`src/hdl/lsal_pkg.sv`:
```
package lsal_pkg;

    localparam int unsigned CH_W = 16;
    localparam logic [CH_W-1:0] LOW_THRESHOLD  = 16'd1000;
    localparam logic [CH_W-1:0] HIGH_THRESHOLD = 16'd20000;
    localparam logic [CH_W-1:0] CH_FULL        = 16'hFFFF;

    // Configuration register indexes.
    localparam logic [1:0] REG_AUTO  = 2'd0;
    localparam logic [1:0] REG_GAIN  = 2'd1;
    localparam logic [1:0] REG_TIME  = 2'd2;
    localparam logic [1:0] REG_GLASS = 2'd3;

    // Numerator width: 16-bit glass factor times a raw value below 2^33.
    localparam int unsigned RAW_W = 34;
    localparam int unsigned NUM_W = 50;
    localparam int unsigned DEN_W = 29;
    localparam int unsigned CNT_W = 6;

    typedef enum logic [2:0] {
        ST_OK        = 3'd0,
        ST_SATURATED = 3'd1,
        ST_BLACKOUT  = 3'd2,
        ST_RATIO     = 3'd3,
        ST_RESERVED  = 3'd4
    } status_t;

    typedef enum logic [2:0] {
        S_IDLE,
        S_MUL,
        S_DEN,
        S_DIV,
        S_OUT
    } ctrl_state_t;

    typedef enum logic {
        KIND_RECONF = 1'b0,
        KIND_MEAS   = 1'b1
    } kind_t;

    // Controller to datapath commands.
    typedef struct packed {
        logic load;     // capture sample and compute raw value
        logic mul;      // form numerator
        logic den;      // form denominator and clear divider
        logic div_step; // one restoring division step
    } dp_cmd_t;

    typedef struct packed {
        logic div_done;
    } dp_stat_t;

    function automatic logic [6:0] gain_mult(input logic [2:0] g);
        case (g)
            3'd0:    gain_mult = 7'd1;
            3'd1:    gain_mult = 7'd2;
            3'd2:    gain_mult = 7'd4;
            3'd3:    gain_mult = 7'd8;
            3'd6:    gain_mult = 7'd48;
            3'd7:    gain_mult = 7'd96;
            default: gain_mult = 7'd0;
        endcase
    endfunction

    function automatic logic [8:0] time_ms(input logic [2:0] t);
        case (t)
            3'd0:    time_ms = 9'd100;
            3'd1:    time_ms = 9'd50;
            3'd2:    time_ms = 9'd200;
            3'd3:    time_ms = 9'd400;
            3'd4:    time_ms = 9'd150;
            3'd5:    time_ms = 9'd250;
            3'd6:    time_ms = 9'd300;
            default: time_ms = 9'd350;
        endcase
    endfunction

    // Gain ranging order 0,1,2,3,6,7; reserved codes never move.
    function automatic logic [2:0] gain_step(input logic [2:0] g, input logic up);
        case (g)
            3'd0:    gain_step = up ? 3'd1 : 3'd0;
            3'd1:    gain_step = up ? 3'd2 : 3'd0;
            3'd2:    gain_step = up ? 3'd3 : 3'd1;
            3'd3:    gain_step = up ? 3'd6 : 3'd2;
            3'd6:    gain_step = up ? 3'd7 : 3'd3;
            3'd7:    gain_step = up ? 3'd7 : 3'd6;
            default: gain_step = g;
        endcase
    endfunction

    // Time ranging order 1,0,4,2,5,6,7,3.
    function automatic logic [2:0] time_step(input logic [2:0] t, input logic up);
        case (t)
            3'd1:    time_step = up ? 3'd0 : 3'd1;
            3'd0:    time_step = up ? 3'd4 : 3'd1;
            3'd4:    time_step = up ? 3'd2 : 3'd0;
            3'd2:    time_step = up ? 3'd5 : 3'd4;
            3'd5:    time_step = up ? 3'd6 : 3'd2;
            3'd6:    time_step = up ? 3'd7 : 3'd5;
            3'd7:    time_step = up ? 3'd3 : 3'd6;
            default: time_step = up ? 3'd3 : 3'd7;
        endcase
    endfunction

endpackage

```
`src/hdl/lsal_datapath.sv`:
```
module lsal_datapath (
    input  logic                      aclk,
    input  logic                      aresetn,
    input  lsal_pkg::dp_cmd_t         cmd,
    output lsal_pkg::dp_stat_t        stat,
    input  logic [15:0]               ch0,
    input  logic [15:0]               ch1,
    input  logic [2:0]                gain,
    input  logic [2:0]                tcode,
    input  logic [15:0]               glass,
    output logic [2:0]                status,
    output logic [31:0]               lux
);
    import lsal_pkg::*;

    logic [RAW_W-1:0] raw_reg;
    logic [2:0]       status_reg;
    logic [NUM_W-1:0] num_reg;
    logic [NUM_W-1:0] quo_reg;
    logic [DEN_W-1:0] den_reg;
    logic [DEN_W:0]   rem_reg;
    logic [CNT_W-1:0] cnt_reg;
    logic [17:0]      dmul_reg;

    logic [17:0] sum;
    logic [23:0] r100, s45, s64, s85;
    logic [RAW_W:0] raw_c;
    logic [2:0]  status_c;
    logic [DEN_W:0] rem_sh;

    // Ratio band compares and the signed band formula.
    always_comb begin
        sum  = 18'(ch0) + 18'(ch1);
        r100 = 24'(ch1) * 24'd100;
        s45  = 24'(sum) * 24'd45;
        s64  = 24'(sum) * 24'd64;
        s85  = 24'(sum) * 24'd85;
        raw_c = '0;
        status_c = ST_OK;
        if (ch0 == CH_FULL || ch1 == CH_FULL) begin
            status_c = ST_SATURATED;
        end else if (ch0 == '0 && ch1 == '0) begin
            status_c = ST_BLACKOUT;
        end else if (r100 < s45) begin
            raw_c = (RAW_W+1)'(ch0) * 35'd17743 + (RAW_W+1)'(ch1) * 35'd11059;
        end else if (r100 < s64) begin
            raw_c = (RAW_W+1)'(ch0) * 35'd42785 - (RAW_W+1)'(ch1) * 35'd19548;
        end else if (r100 < s85) begin
            raw_c = (RAW_W+1)'(ch0) * 35'd5926 + (RAW_W+1)'(ch1) * 35'd1185;
        end else begin
            status_c = ST_RATIO;
        end
        if (status_c == ST_OK && gain_mult(gain) == '0) begin
            status_c = ST_RESERVED;
        end
        // Negative results and non-OK statuses clamp the raw value to zero.
        if (status_c != ST_OK || raw_c[RAW_W]) begin
            raw_c = '0;
        end
    end

    assign rem_sh = {rem_reg[DEN_W-1:0], quo_reg[NUM_W-1]};

    // Operand registers and the restoring divider.
    always_ff @(posedge aclk) begin
        if (cmd.load) begin
            raw_reg    <= raw_c[RAW_W-1:0];
            status_reg <= status_c;
        end
        if (cmd.mul) begin
            num_reg  <= NUM_W'(raw_reg) * NUM_W'(glass);
            dmul_reg <= 18'(gain_mult(gain)) * 18'd1600;
        end
        if (cmd.den) begin
            den_reg <= DEN_W'(dmul_reg) * DEN_W'(time_ms(tcode));
            quo_reg <= num_reg;
            rem_reg <= '0;
        end
        if (cmd.div_step) begin
            if (rem_sh >= {1'b0, den_reg}) begin
                rem_reg <= rem_sh - {1'b0, den_reg};
                quo_reg <= {quo_reg[NUM_W-2:0], 1'b1};
            end else begin
                rem_reg <= rem_sh;
                quo_reg <= {quo_reg[NUM_W-2:0], 1'b0};
            end
        end
    end

    // Step counter for the division.
    always_ff @(posedge aclk) begin
        if (!aresetn || cmd.den) begin
            cnt_reg <= '0;
        end else if (cmd.div_step) begin
            cnt_reg <= cnt_reg + 1'b1;
        end
    end

    assign stat.div_done = (cnt_reg == CNT_W'(NUM_W - 1)) && cmd.div_step;
    assign status = status_reg;
    assign lux = (status_reg != ST_OK) ? 32'd0 :
                 (|quo_reg[NUM_W-1:32]) ? 32'hFFFF_FFFF : quo_reg[31:0];

endmodule

```
`src/hdl/lsal_ctrl.sv`:
```
module lsal_ctrl (
    input  logic                aclk,
    input  logic                aresetn,
    input  logic                in_fire,
    input  logic                func,
    input  logic [15:0]         ch0,
    input  logic                auto_mode,
    input  logic [2:0]          start_gain,
    input  logic [2:0]          start_time,
    input  logic                out_taken,
    input  lsal_pkg::dp_stat_t  stat,
    output lsal_pkg::dp_cmd_t   cmd,
    output logic                s_ready_o,
    output logic                m_valid_o,
    output logic                kind,
    output logic [2:0]          gain,
    output logic [2:0]          tcode,
    output logic                cap_en
);
    import lsal_pkg::*;

    ctrl_state_t state_reg, state_next;
    logic busy_reg, busy_next;
    logic [2:0] gain_reg, gain_next, time_reg, time_next;
    logic kind_reg, kind_next;
    logic out_v_reg, out_v_next;
    logic up, range;
    logic [2:0] ng, nt;

    // Ranging decision for the current sample.
    always_comb begin
        up    = ch0 <= LOW_THRESHOLD;
        range = auto_mode && (up || ch0 >= HIGH_THRESHOLD);
        ng    = gain_step(gain_reg, up);
        nt    = (ng == gain_reg) ? time_step(time_reg, up) : time_reg;
    end

    // Next state.
    always_comb begin
        state_next = state_reg;
        busy_next  = busy_reg;
        gain_next  = gain_reg;
        time_next  = time_reg;
        kind_next  = kind_reg;
        out_v_next = out_v_reg && !out_taken;
        case (state_reg)
            S_IDLE: begin
                if (in_fire) begin
                    if (!func) begin
                        if (!busy_reg) begin
                            gain_next = start_gain;
                            time_next = start_time;
                            busy_next = 1'b1;
                            if (auto_mode) begin
                                kind_next  = KIND_RECONF;
                                state_next = S_OUT;
                            end
                        end
                    end else if (busy_reg) begin
                        if (range && (ng != gain_reg || nt != time_reg)) begin
                            gain_next  = ng;
                            time_next  = nt;
                            kind_next  = KIND_RECONF;
                            state_next = S_OUT;
                        end else begin
                            busy_next  = 1'b0;
                            kind_next  = KIND_MEAS;
                            state_next = S_MUL;
                        end
                    end
                end
            end
            S_MUL: state_next = S_DEN;
            S_DEN: state_next = S_DIV;
            S_DIV: if (stat.div_done) state_next = S_OUT;
            S_OUT: begin
                if (!out_v_reg || out_taken) begin
                    out_v_next = 1'b1;
                    state_next = S_IDLE;
                end
            end
            default: state_next = S_IDLE;
        endcase
    end

    // Outputs.
    always_comb begin
        cmd          = '0;
        cmd.load     = (state_reg == S_IDLE) && in_fire;
        cmd.mul      = (state_reg == S_MUL);
        cmd.den      = (state_reg == S_DEN);
        cmd.div_step = (state_reg == S_DIV);
        s_ready_o    = (state_reg == S_IDLE);
        cap_en       = (state_reg == S_OUT) && (!out_v_reg || out_taken);
    end

    always_ff @(posedge aclk) begin
        if (!aresetn) begin
            state_reg <= S_IDLE;
            busy_reg  <= 1'b0;
            gain_reg  <= '0;
            time_reg  <= '0;
            kind_reg  <= KIND_RECONF;
            out_v_reg <= 1'b0;
        end else begin
            state_reg <= state_next;
            busy_reg  <= busy_next;
            gain_reg  <= gain_next;
            time_reg  <= time_next;
            kind_reg  <= kind_next;
            out_v_reg <= out_v_next;
        end
    end

    assign m_valid_o = out_v_reg;
    assign kind  = kind_reg;
    assign gain  = gain_reg;
    assign tcode = time_reg;

endmodule

```
`src/hdl/light_sensor_autorange_lux.sv`:
```
// Channel  | Handshake            | Payload
// s_       | s_valid / s_ready    | s_func, s_visible_ir_count, s_ir_count
// m_       | m_valid / m_ready    | m_kind, m_gain_code, m_time_code, m_status,
//          |                      | m_lux, m_visible_ir_out, m_ir_out
// cfg_     | cfg_we               | cfg_index, cfg_wdata
//
// A start request in auto mode or a reconfiguring sample passes through the output
// state; a manual start or an ignored request leaves the block idle. A measuring
// sample goes through capture, two multiply stages, a 50-step restoring divider and
// the output load. The result sits in an output register, so the block returns to
// accepting input while it waits for m_ready; the next result holds the input off
// until that register frees. Reset is synchronous on aresetn (active low).
module light_sensor_autorange_lux (
    input  logic        aclk,
    input  logic        aresetn,
    input  logic        s_valid,
    output logic        s_ready,
    input  logic        s_func,
    input  logic [15:0] s_visible_ir_count,
    input  logic [15:0] s_ir_count,
    output logic        m_valid,
    input  logic        m_ready,
    output logic        m_kind,
    output logic [2:0]  m_gain_code,
    output logic [2:0]  m_time_code,
    output logic [2:0]  m_status,
    output logic [31:0] m_lux,
    output logic [15:0] m_visible_ir_out,
    output logic [15:0] m_ir_out,
    input  logic        cfg_we,
    input  logic [1:0]  cfg_index,
    input  logic [15:0] cfg_wdata
);
    import lsal_pkg::*;

    logic        auto_reg;
    logic [2:0]  sgain_reg, stime_reg;
    logic [15:0] glass_reg;
    logic [15:0] ch0_reg, ch1_reg;
    logic        in_fire, out_taken, cap_en, kind;
    logic [2:0]  gain, tcode, status;
    logic [31:0] lux;
    dp_cmd_t     cmd;
    dp_stat_t    stat;

    assign in_fire   = s_valid && s_ready;
    assign out_taken = m_valid && m_ready;

    // Configuration registers.
    always_ff @(posedge aclk) begin
        if (!aresetn) begin
            auto_reg  <= 1'b0;
            sgain_reg <= '0;
            stime_reg <= '0;
            glass_reg <= 16'd256;
        end else if (cfg_we) begin
            case (cfg_index)
                REG_AUTO:  auto_reg  <= cfg_wdata[0];
                REG_GAIN:  sgain_reg <= cfg_wdata[2:0];
                REG_TIME:  stime_reg <= cfg_wdata[2:0];
                REG_GLASS: glass_reg <= cfg_wdata;
                default: ;
            endcase
        end
    end

    // Sample counts held for the measurement.
    always_ff @(posedge aclk) begin
        if (in_fire) begin
            ch0_reg <= s_visible_ir_count;
            ch1_reg <= s_ir_count;
        end
    end

    lsal_ctrl u_ctrl (
        .aclk(aclk), .aresetn(aresetn), .in_fire(in_fire), .func(s_func),
        .ch0(s_visible_ir_count), .auto_mode(auto_reg), .start_gain(sgain_reg),
        .start_time(stime_reg), .out_taken(out_taken), .stat(stat), .cmd(cmd),
        .s_ready_o(s_ready), .m_valid_o(m_valid), .kind(kind), .gain(gain),
        .tcode(tcode), .cap_en(cap_en)
    );

    lsal_datapath u_dp (
        .aclk(aclk), .aresetn(aresetn), .cmd(cmd), .stat(stat),
        .ch0(s_visible_ir_count), .ch1(s_ir_count), .gain(gain), .tcode(tcode),
        .glass(glass_reg), .status(status), .lux(lux)
    );

    // Output register.
    always_ff @(posedge aclk) begin
        if (cap_en) begin
            m_kind      <= kind;
            m_gain_code <= gain;
            m_time_code <= tcode;
            if (kind == KIND_MEAS) begin
                m_status         <= status;
                m_lux            <= lux;
                m_visible_ir_out <= ch0_reg;
                m_ir_out         <= ch1_reg;
            end else begin
                m_status         <= ST_OK;
                m_lux            <= '0;
                m_visible_ir_out <= '0;
                m_ir_out         <= '0;
            end
        end
    end

endmodule
```
`config.mk`:
```
export PLATFORM = sky130hd
export DESIGN_NAME = light_sensor_autorange_lux
export DESIGN_NICKNAME = d
export VERILOG_FILES = /design/src/hdl/lsal_pkg.sv /design/src/hdl/lsal_datapath.sv /design/src/hdl/lsal_ctrl.sv /design/src/hdl/light_sensor_autorange_lux.sv
export SDC_FILE = /design/constraint.sdc
export NUM_CORES = 2
export LEC_CHECK = 0
export CORE_ASPECT_RATIO = 0.75
export CORE_MARGIN = 8
export CORE_UTILIZATION = 60
export DETAILED_ROUTE_END_ITERATION = 8
export DONT_BUFFER_PORTS = 1
export HOLD_SLACK_MARGIN = 0.05
export PLACE_DENSITY = 0.79
export SYNTH_ARGS = -nofsm -noshare
export SYNTH_HDL_FRONTEND = slang
export SYNTH_SLANG_ARGS = --single-unit
```
`constraint.sdc`:
```
create_clock -name aclk -period 13.14 [get_ports aclk]
set_input_delay 1.971 -clock aclk [delete_from_list [all_inputs] [get_ports aclk]]
set_output_delay 1.971 -clock aclk [all_outputs]
set_load 0.05 [all_outputs]
```
Word level (Yosys, flattened, before mapping)
Index checks and enable logic that the tools add are counted.
{"block": "word_totals", "ff_bits": 346, "input_bits": 56, "output_inout_bits": 76}
{"block": "classes", "addsub": 6, "multipliers": 12, "magnitude_cmp": 6, "n_eq_ne": 34, "mux": 64, "n_bitwise": 1, "n_reduce_logical": 42}
{"op": "35-bit 2-to-1 mux", "count": 5}
{"op": "50-bit 2-to-1 mux", "count": 2}
{"op": "29-bit 2-to-1 mux", "count": 3}
{"op": "3-bit 2-to-1 mux", "count": 27}
{"op": "23-bit by 24-bit < comparator with 1-bit output", "count": 3}
{"op": "9-bit one-hot mux with 7 select lines", "count": 1}
{"op": "34-bit by 16-bit multiplier with 50-bit output", "count": 1}
{"op": "7-bit one-hot mux with 6 select lines", "count": 1}
{"op": "32-bit by 31-bit subtractor with 33-bit output", "count": 1}
{"op": "31-bit by 30-bit adder with 32-bit output", "count": 1}
{"op": "16-bit equality test, second input constant", "count": 2}
{"op": "16-bit logical NOT", "count": 2}
{"op": "16-bit by 16-bit multiplier with 32-bit output, second input constant", "count": 1}
{"op": "32-bit 2-to-1 mux", "count": 1}
{"op": "16-bit by 15-bit multiplier with 31-bit output, second input constant", "count": 1}
{"op": "29-bit by 27-bit adder with 30-bit output", "count": 1}
{"op": "30-bit by 27-bit >= comparator with 1-bit output", "count": 1}
{"op": "16-bit by 14-bit multiplier with 30-bit output, second input constant", "count": 1}
{"op": "16-bit by 13-bit multiplier with 29-bit output, second input constant", "count": 1}
{"op": "29-bit by 27-bit subtractor with 29-bit output", "count": 1}
{"op": "16-bit by 12-bit multiplier with 28-bit output, second input constant", "count": 1}
{"op": "16-bit by 11-bit multiplier with 27-bit output, second input constant", "count": 1}
{"op": "18-bit by 6-bit multiplier with 24-bit output, second input constant", "count": 1}
{"op": "18-bit by 7-bit multiplier with 24-bit output, second input constant", "count": 1}
{"op": "42 further kinds", "count": 104}

Logic depth before layout (Yosys ltp)
{"block": "depth", "ltp_word": 14, "mapped_depth": 40}

By module
From an unflattened synthesis, not the netlist that was laid out.
{"block": "hier_totals", "hier_cells": 6693, "hier_area_um2": 65126.2}
{"mod": "lsal_datapath", "n_inst": 1, "cells_each": 6277, "area_per_inst_um2": 59529.6, "seq_area_each_um2": 6035.8}
{"mod": "light_sensor_autorange_lux", "n_inst": 1, "cells_each": 277, "area_per_inst_um2": 4556.9, "seq_area_each_um2": 3643.5}
{"mod": "lsal_ctrl", "n_inst": 1, "cells_each": 139, "area_per_inst_um2": 1039.7, "seq_area_each_um2": 240.2}

Worst setup path before layout
Ideal clock, no wire load.
{"block": "synth_path", "kind": "in2reg", "start": "input s_ir_count[9]", "end": "register u_dp.raw_reg[11], data pin", "setup_ns": 0.276, "arrival_ns": 10.963, "t_required_ns": 12.864, "path_slack_ns": 1.901, "cell_stages": 38, "path_cell_list": "ha_1 > inv_1 > fa_1 > inv_1 > fa_1 > fa_1 > inv_1 > fa_1 > inv_1 > ha_1 > a21o_1 > a21o_1 > a21oi_1 > nor2_1 > a221oi_1 > a21oi_1 > a21o_1 > xnor2_1 > [... 2 more ...] > inv_1 > fa_1 > inv_1 > fa_1 > fa_1 > ha_1 > ha_1 > a21oi_1 > o211ai_1 > nor3_1 > o31ai_1 > or3_1 > o211ai_1 > a21boi_1 > o21a_1 > o31ai_4 > buf_4 > a211oi_1"}
{"block": "synth_between", "elab_chain_len": 14, "elab_cells_between_ends": 33}
{"item": "from (decl)", "line_no": "light_sensor_autorange_lux.sv:20", "source": "input logic [15:0] s_ir_count,"}
{"item": "16-bit by 16-bit adder with 17-bit output", "line_no": "lsal_datapath.sv:33", "source": "sum = 18'(ch0) + 18'(ch1);"}
{"item": "18-bit by 7-bit multiplier with 24-bit output", "line_no": "lsal_datapath.sv:37", "source": "s85 = 24'(sum) * 24'd85;"}
{"item": "23-bit by 24-bit < comparator with 1-bit output", "line_no": "lsal_datapath.sv:48", "source": "end else if (r100 < s85) begin"}
{"item": "2-bit 2-to-1 mux", "line_no": "lsal_datapath.sv:48"}
{"item": "3-bit 2-to-1 mux", "line_no": "lsal_datapath.sv:46", "source": "end else if (r100 < s64) begin"}
{"item": "3-bit 2-to-1 mux", "line_no": "lsal_datapath.sv:44", "source": "end else if (r100 < s45) begin"}
{"item": "3-bit 2-to-1 mux", "line_no": "lsal_datapath.sv:42", "source": "end else if (ch0 == '0 && ch1 == '0) begin"}
{"item": "3-bit 2-to-1 mux", "line_no": "lsal_datapath.sv:40", "source": "if (ch0 == CH_FULL || ch1 == CH_FULL) begin"}
{"item": "3-bit logical NOT", "line_no": "lsal_datapath.sv:53", "source": "if (status_c == ST_OK && gain_mult(gain) == '0) begin"}
{"item": "1-bit logical AND", "line_no": "lsal_datapath.sv:53"}
{"item": "3-bit 2-to-1 mux", "line_no": "lsal_datapath.sv:53"}
{"item": "3-bit nonzero test", "line_no": "lsal_datapath.sv:57", "source": "if (status_c != ST_OK || raw_c[RAW_W]) begin"}
{"item": "1-bit logical OR", "line_no": "lsal_datapath.sv:57"}
{"item": "3-bit OR reduction (no source line)"}
{"item": "to (signal assigned)", "line_no": "lsal_datapath.sv:67", "source": "raw_reg <= raw_c[RAW_W-1:0];"}
{"item": "to (decl)", "line_no": "lsal_datapath.sv:16", "source": "logic [RAW_W-1:0] raw_reg;"}
Parallel ways exist; a longest one is shown, timed or not.
A chain may end at the register's enable or synchronous reset.

Final worst setup path
{"block": "layout_path", "start": "input s_ir_count[9]", "end": "register u_dp.raw_reg[18], data pin"}
Same word-level chain as after synthesis.

==> summary.txt <==
Timing
  – Final Hold Viols: 0
  – Clock Skews: 0.0571 ns
  – F_max: 84.2 MHz
  – RSZ-0062 raised after global routing: false
  – Tmin final: 11.87 ns
  – Final setup TNS: 0 ns
  – Max Slew Vio Count: 0
  – Final period util: 90.4%
  – Least-Margin Pin Slew: 1.29 ns
  – Rel. slew slack: 13.3%
  – Final Setup Violations: 0

Setup path
  – CP peak stage delay: 0.54 ns
  – Worst EP required: 13.42 ns
  – CP Class: in -> reg
  – Most frequent cell on the critical path: fa_1
  – Crit path capture type: register
  – Startpoint Class: input port
  – Crit path max fanout: 30
  – Crit-path slowest cell: a221oi_1
  – Worst reg-to-reg setup slack: 5.55 ns
  – Worst EP arrival: 12.15 ns
  – Worst R2R Path Depth: 23

Synthesis
  – Synthesis-stage register bit count: 344
  – Post-synth top flop: edfxtp_1
  – Post-synth EDFFs: 303
  – Synthesized area: 64800 um2
  – Post-Syn Instances: 6735
  – Syn avg cell area: 9.63 um2
  – Sequential fraction of the synthesis area: 15.3%
  – Post-synth ARST share: 0%
  – Yosys warnings: 0
  – Netlist cell types: 98

Clock tree
  – CTS Buf Count: 39
  – TritonCTS clock tree: yes
  – CTS Root Cell: clkbuf_16
  – CTS max path bufs: 3
  – Hold_buf cts: 0
  – CTS Sinks: 344
  – CTS clk-pin slew, worst paths: 0.06 ns
  – Post-CTS Setup Inserts: 0
  – Worst skew pair latency: 0.62 ns
  – H-tree Lvls: 2
  – Post-CTS Resized: 0

Final layout
  – Filler cell count: 8767
  – Synth-to-Final Area Change: 4.12%
  – Layout cell share with drive strength beyond 1: 2.64%
  – Nets: 8715
  – Final Cell Area: 67500 um2

GRT
  – GR Util All Layers: 31.3%
  – First-pass GRT wire length: 288000 um
  – Vias in the first global route: 48900
  – Initial antenna violation count: 10
  – Pin count of the biggest net entering global routing: 75
  – Grt total ovfl: 0

Placed design
  – # port buffers: 0
  – Dpl hpwl: 153000 um
  – Gpl congestion: 1.05
  – Post-DP Area: 66200 um2

Min path
  – Worst min path class: reg -> reg
  – Hold path cells: 2

Floorplanning
  – Die Height: 301 um
  – DIE WIDTH: 396 um
  – Core area: 107000 um2
  – Full die area: 119000 um2
  – IO Pins: 132
  – Effective utilization at floorplan: 60.5%
  – Cell Rows: 104

Route
  – ANT nets after route: 0
  – Number of DRC markers in iteration 0: 4818
  – Residual DRC: 0
  – Final WL: 188000 um
  – DR vias/cell: 5.95
  – Via count: 48200
  – Mean routed wirelength per cell: 23.2 um
  – Drt first pass iters: 7

Run
  – Max capacitance violation total: 0

Run status
  – Status: complete, no violations
metrics by stage:
step / worst slack, ns / hold WS, ns / utilization (%) / instances
after floorplan: 1.90 / 0.406 / - / 6736
after global placement: 1.00 / 0.467 / 61.7 / 8026
after detailed placement: 0.840 / 0.483 / 61.7 / 8026
after CTS: 1.43 / 0.498 / 63.0 / 8097
after global routing: 0.901 / 0.516 / 63.0 / 8100
final: 1.27 / 0.498 / 63.0 / 8104
path summary, 6_finish.rpt:
check / from / to
worst max-delay path: s_ir_count[9] / u_dp.raw_reg[18]
worst min-delay path: u_dp.cnt_reg[1] / u_dp.cnt_reg[1]
worst max register to register: glass_reg[1] / u_dp.num_reg[49]
worst min register to register: u_dp.cnt_reg[1] / u_dp.cnt_reg[1]
area by class of cell:
type / count / area, um2 / area share, %
repair buffers: 27 / 203 / 0.300
well taps: 1431 / 1790 / 2.65
clock inverters: 25 / 253 / 0.374
flip-flops and latches: 344 / 9930 / 14.7
multi-input cells: 4807 / 49000 / 72.5
clock buffers: 46 / 1040 / 1.55
diodes: 7 / 17.5 / 0.0259
inverters: 1417 / 5320 / 7.88
Yosys cell counts (7+ instances only):
| master | number | area (um2) |
|---|---|---|
| a211oi_1 | 43 | 323 |
| o211ai_1 | 22 | 165 |
| o21a_1 | 63 | 473 |
| a21o_1 | 100 | 751 |
| and2_1 | 246 | 1540 |
| and3_1 | 35 | 219 |
| o21bai_1 | 29 | 218 |
| o41ai_1 | 8 | 70.1 |
| a211o_1 | 14 | 123 |
| nor2_1 | 211 | 792 |
| o31ai_1 | 18 | 135 |
| xnor2_1 | 156 | 1370 |
| o31a_1 | 7 | 61.3 |
| o21ai_1 | 12 | 60.1 |
| mux2i_1 | 29 | 290 |
| nor2b_1 | 47 | 294 |
| a31oi_1 | 29 | 181 |
| fa_1 | 1006 | 20100 |
| or2_2 | 22 | 138 |
| nor3_1 | 59 | 295 |
| inv_1 | 1415 | 5310 |
| o21ai_0 | 124 | 621 |
| dfxtp_1 | 41 | 821 |
| a31o_2 | 8 | 70.1 |
| nand3_1 | 61 | 305 |
| a22oi_1 | 10 | 75.1 |
| or3_1 | 23 | 144 |
| o311ai_0 | 7 | 61.3 |
| edfxtp_1 | 303 | 9100 |
| ha_1 | 1017 | 12700 |
| a21boi_0 | 14 | 105 |
| nand4_1 | 34 | 213 |
| clkbuf_1 | 150 | 563 |
| nand2b_1 | 44 | 275 |
| a221oi_1 | 22 | 193 |
| a21oi_1 | 262 | 1310 |
| xor2_1 | 116 | 1020 |
| nand2_1 | 784 | 2940 |
layer usage:
metal  vias to the layer above  GRT usage [%]  part of all wire (%)
met1                     23800           43.4                    42
met3                       430           10.6                    13
li1                      21400              -                     -
met4                         0           9.54                   3.9
met5                         -              0                     0
met2                      2578           46.5                    42
logic make-up after synthesis:
group | share of synthesized area (%)
simple gates | 11.6
compound gates | 8.95
buf+inv | 9.26
other cells | 0.00578
mux | 0.482
flops | 15.3
xor+xnor | 3.67
fa+ha+maj | 50.7
worst max-delay path, delay by kind of cell:
kind,cells,cell delay (ns)
AOI/OAI and AO/OA,14,3.04
and+or+nand+nor,3,0.61
adders and majority gates,13,5.65
buffers and inverters,7,0.75
xor gates and xnor gates,1,0.12
layout by cell type (no fill, tap or decap), types with 10 or more instances in the layout:
cell type	instances
a211o_1	14
a211oi_1	43
a21boi_0	14
a21o_1	100
a21oi_1	262
a221oi_1	22
a22oi_1	10
a31oi_1	29
and2_1	245
and3_1	34
buf_4	27
clkbuf_16	40
dfxtp_1	30
dfxtp_2	11
edfxtp_1	303
fa_1	1006
ha_1	1017
inv_1	1413
mux2i_1	29
nand2_1	783
nand2b_1	44
nand3_1	61
nand4_1	34
nor2_1	210
nor2b_1	47
nor3_1	58
o211ai_1	22
o21a_1	63
o21ai_0	124
o21ai_1	12
o21bai_1	29
o31ai_1	18
or2_2	22
or3_1	23
xnor2_1	156
xor2_1	116
Power is not shown: default switching activity piles up to over one toggle a cycle in this logic, so the estimate is an artifact.
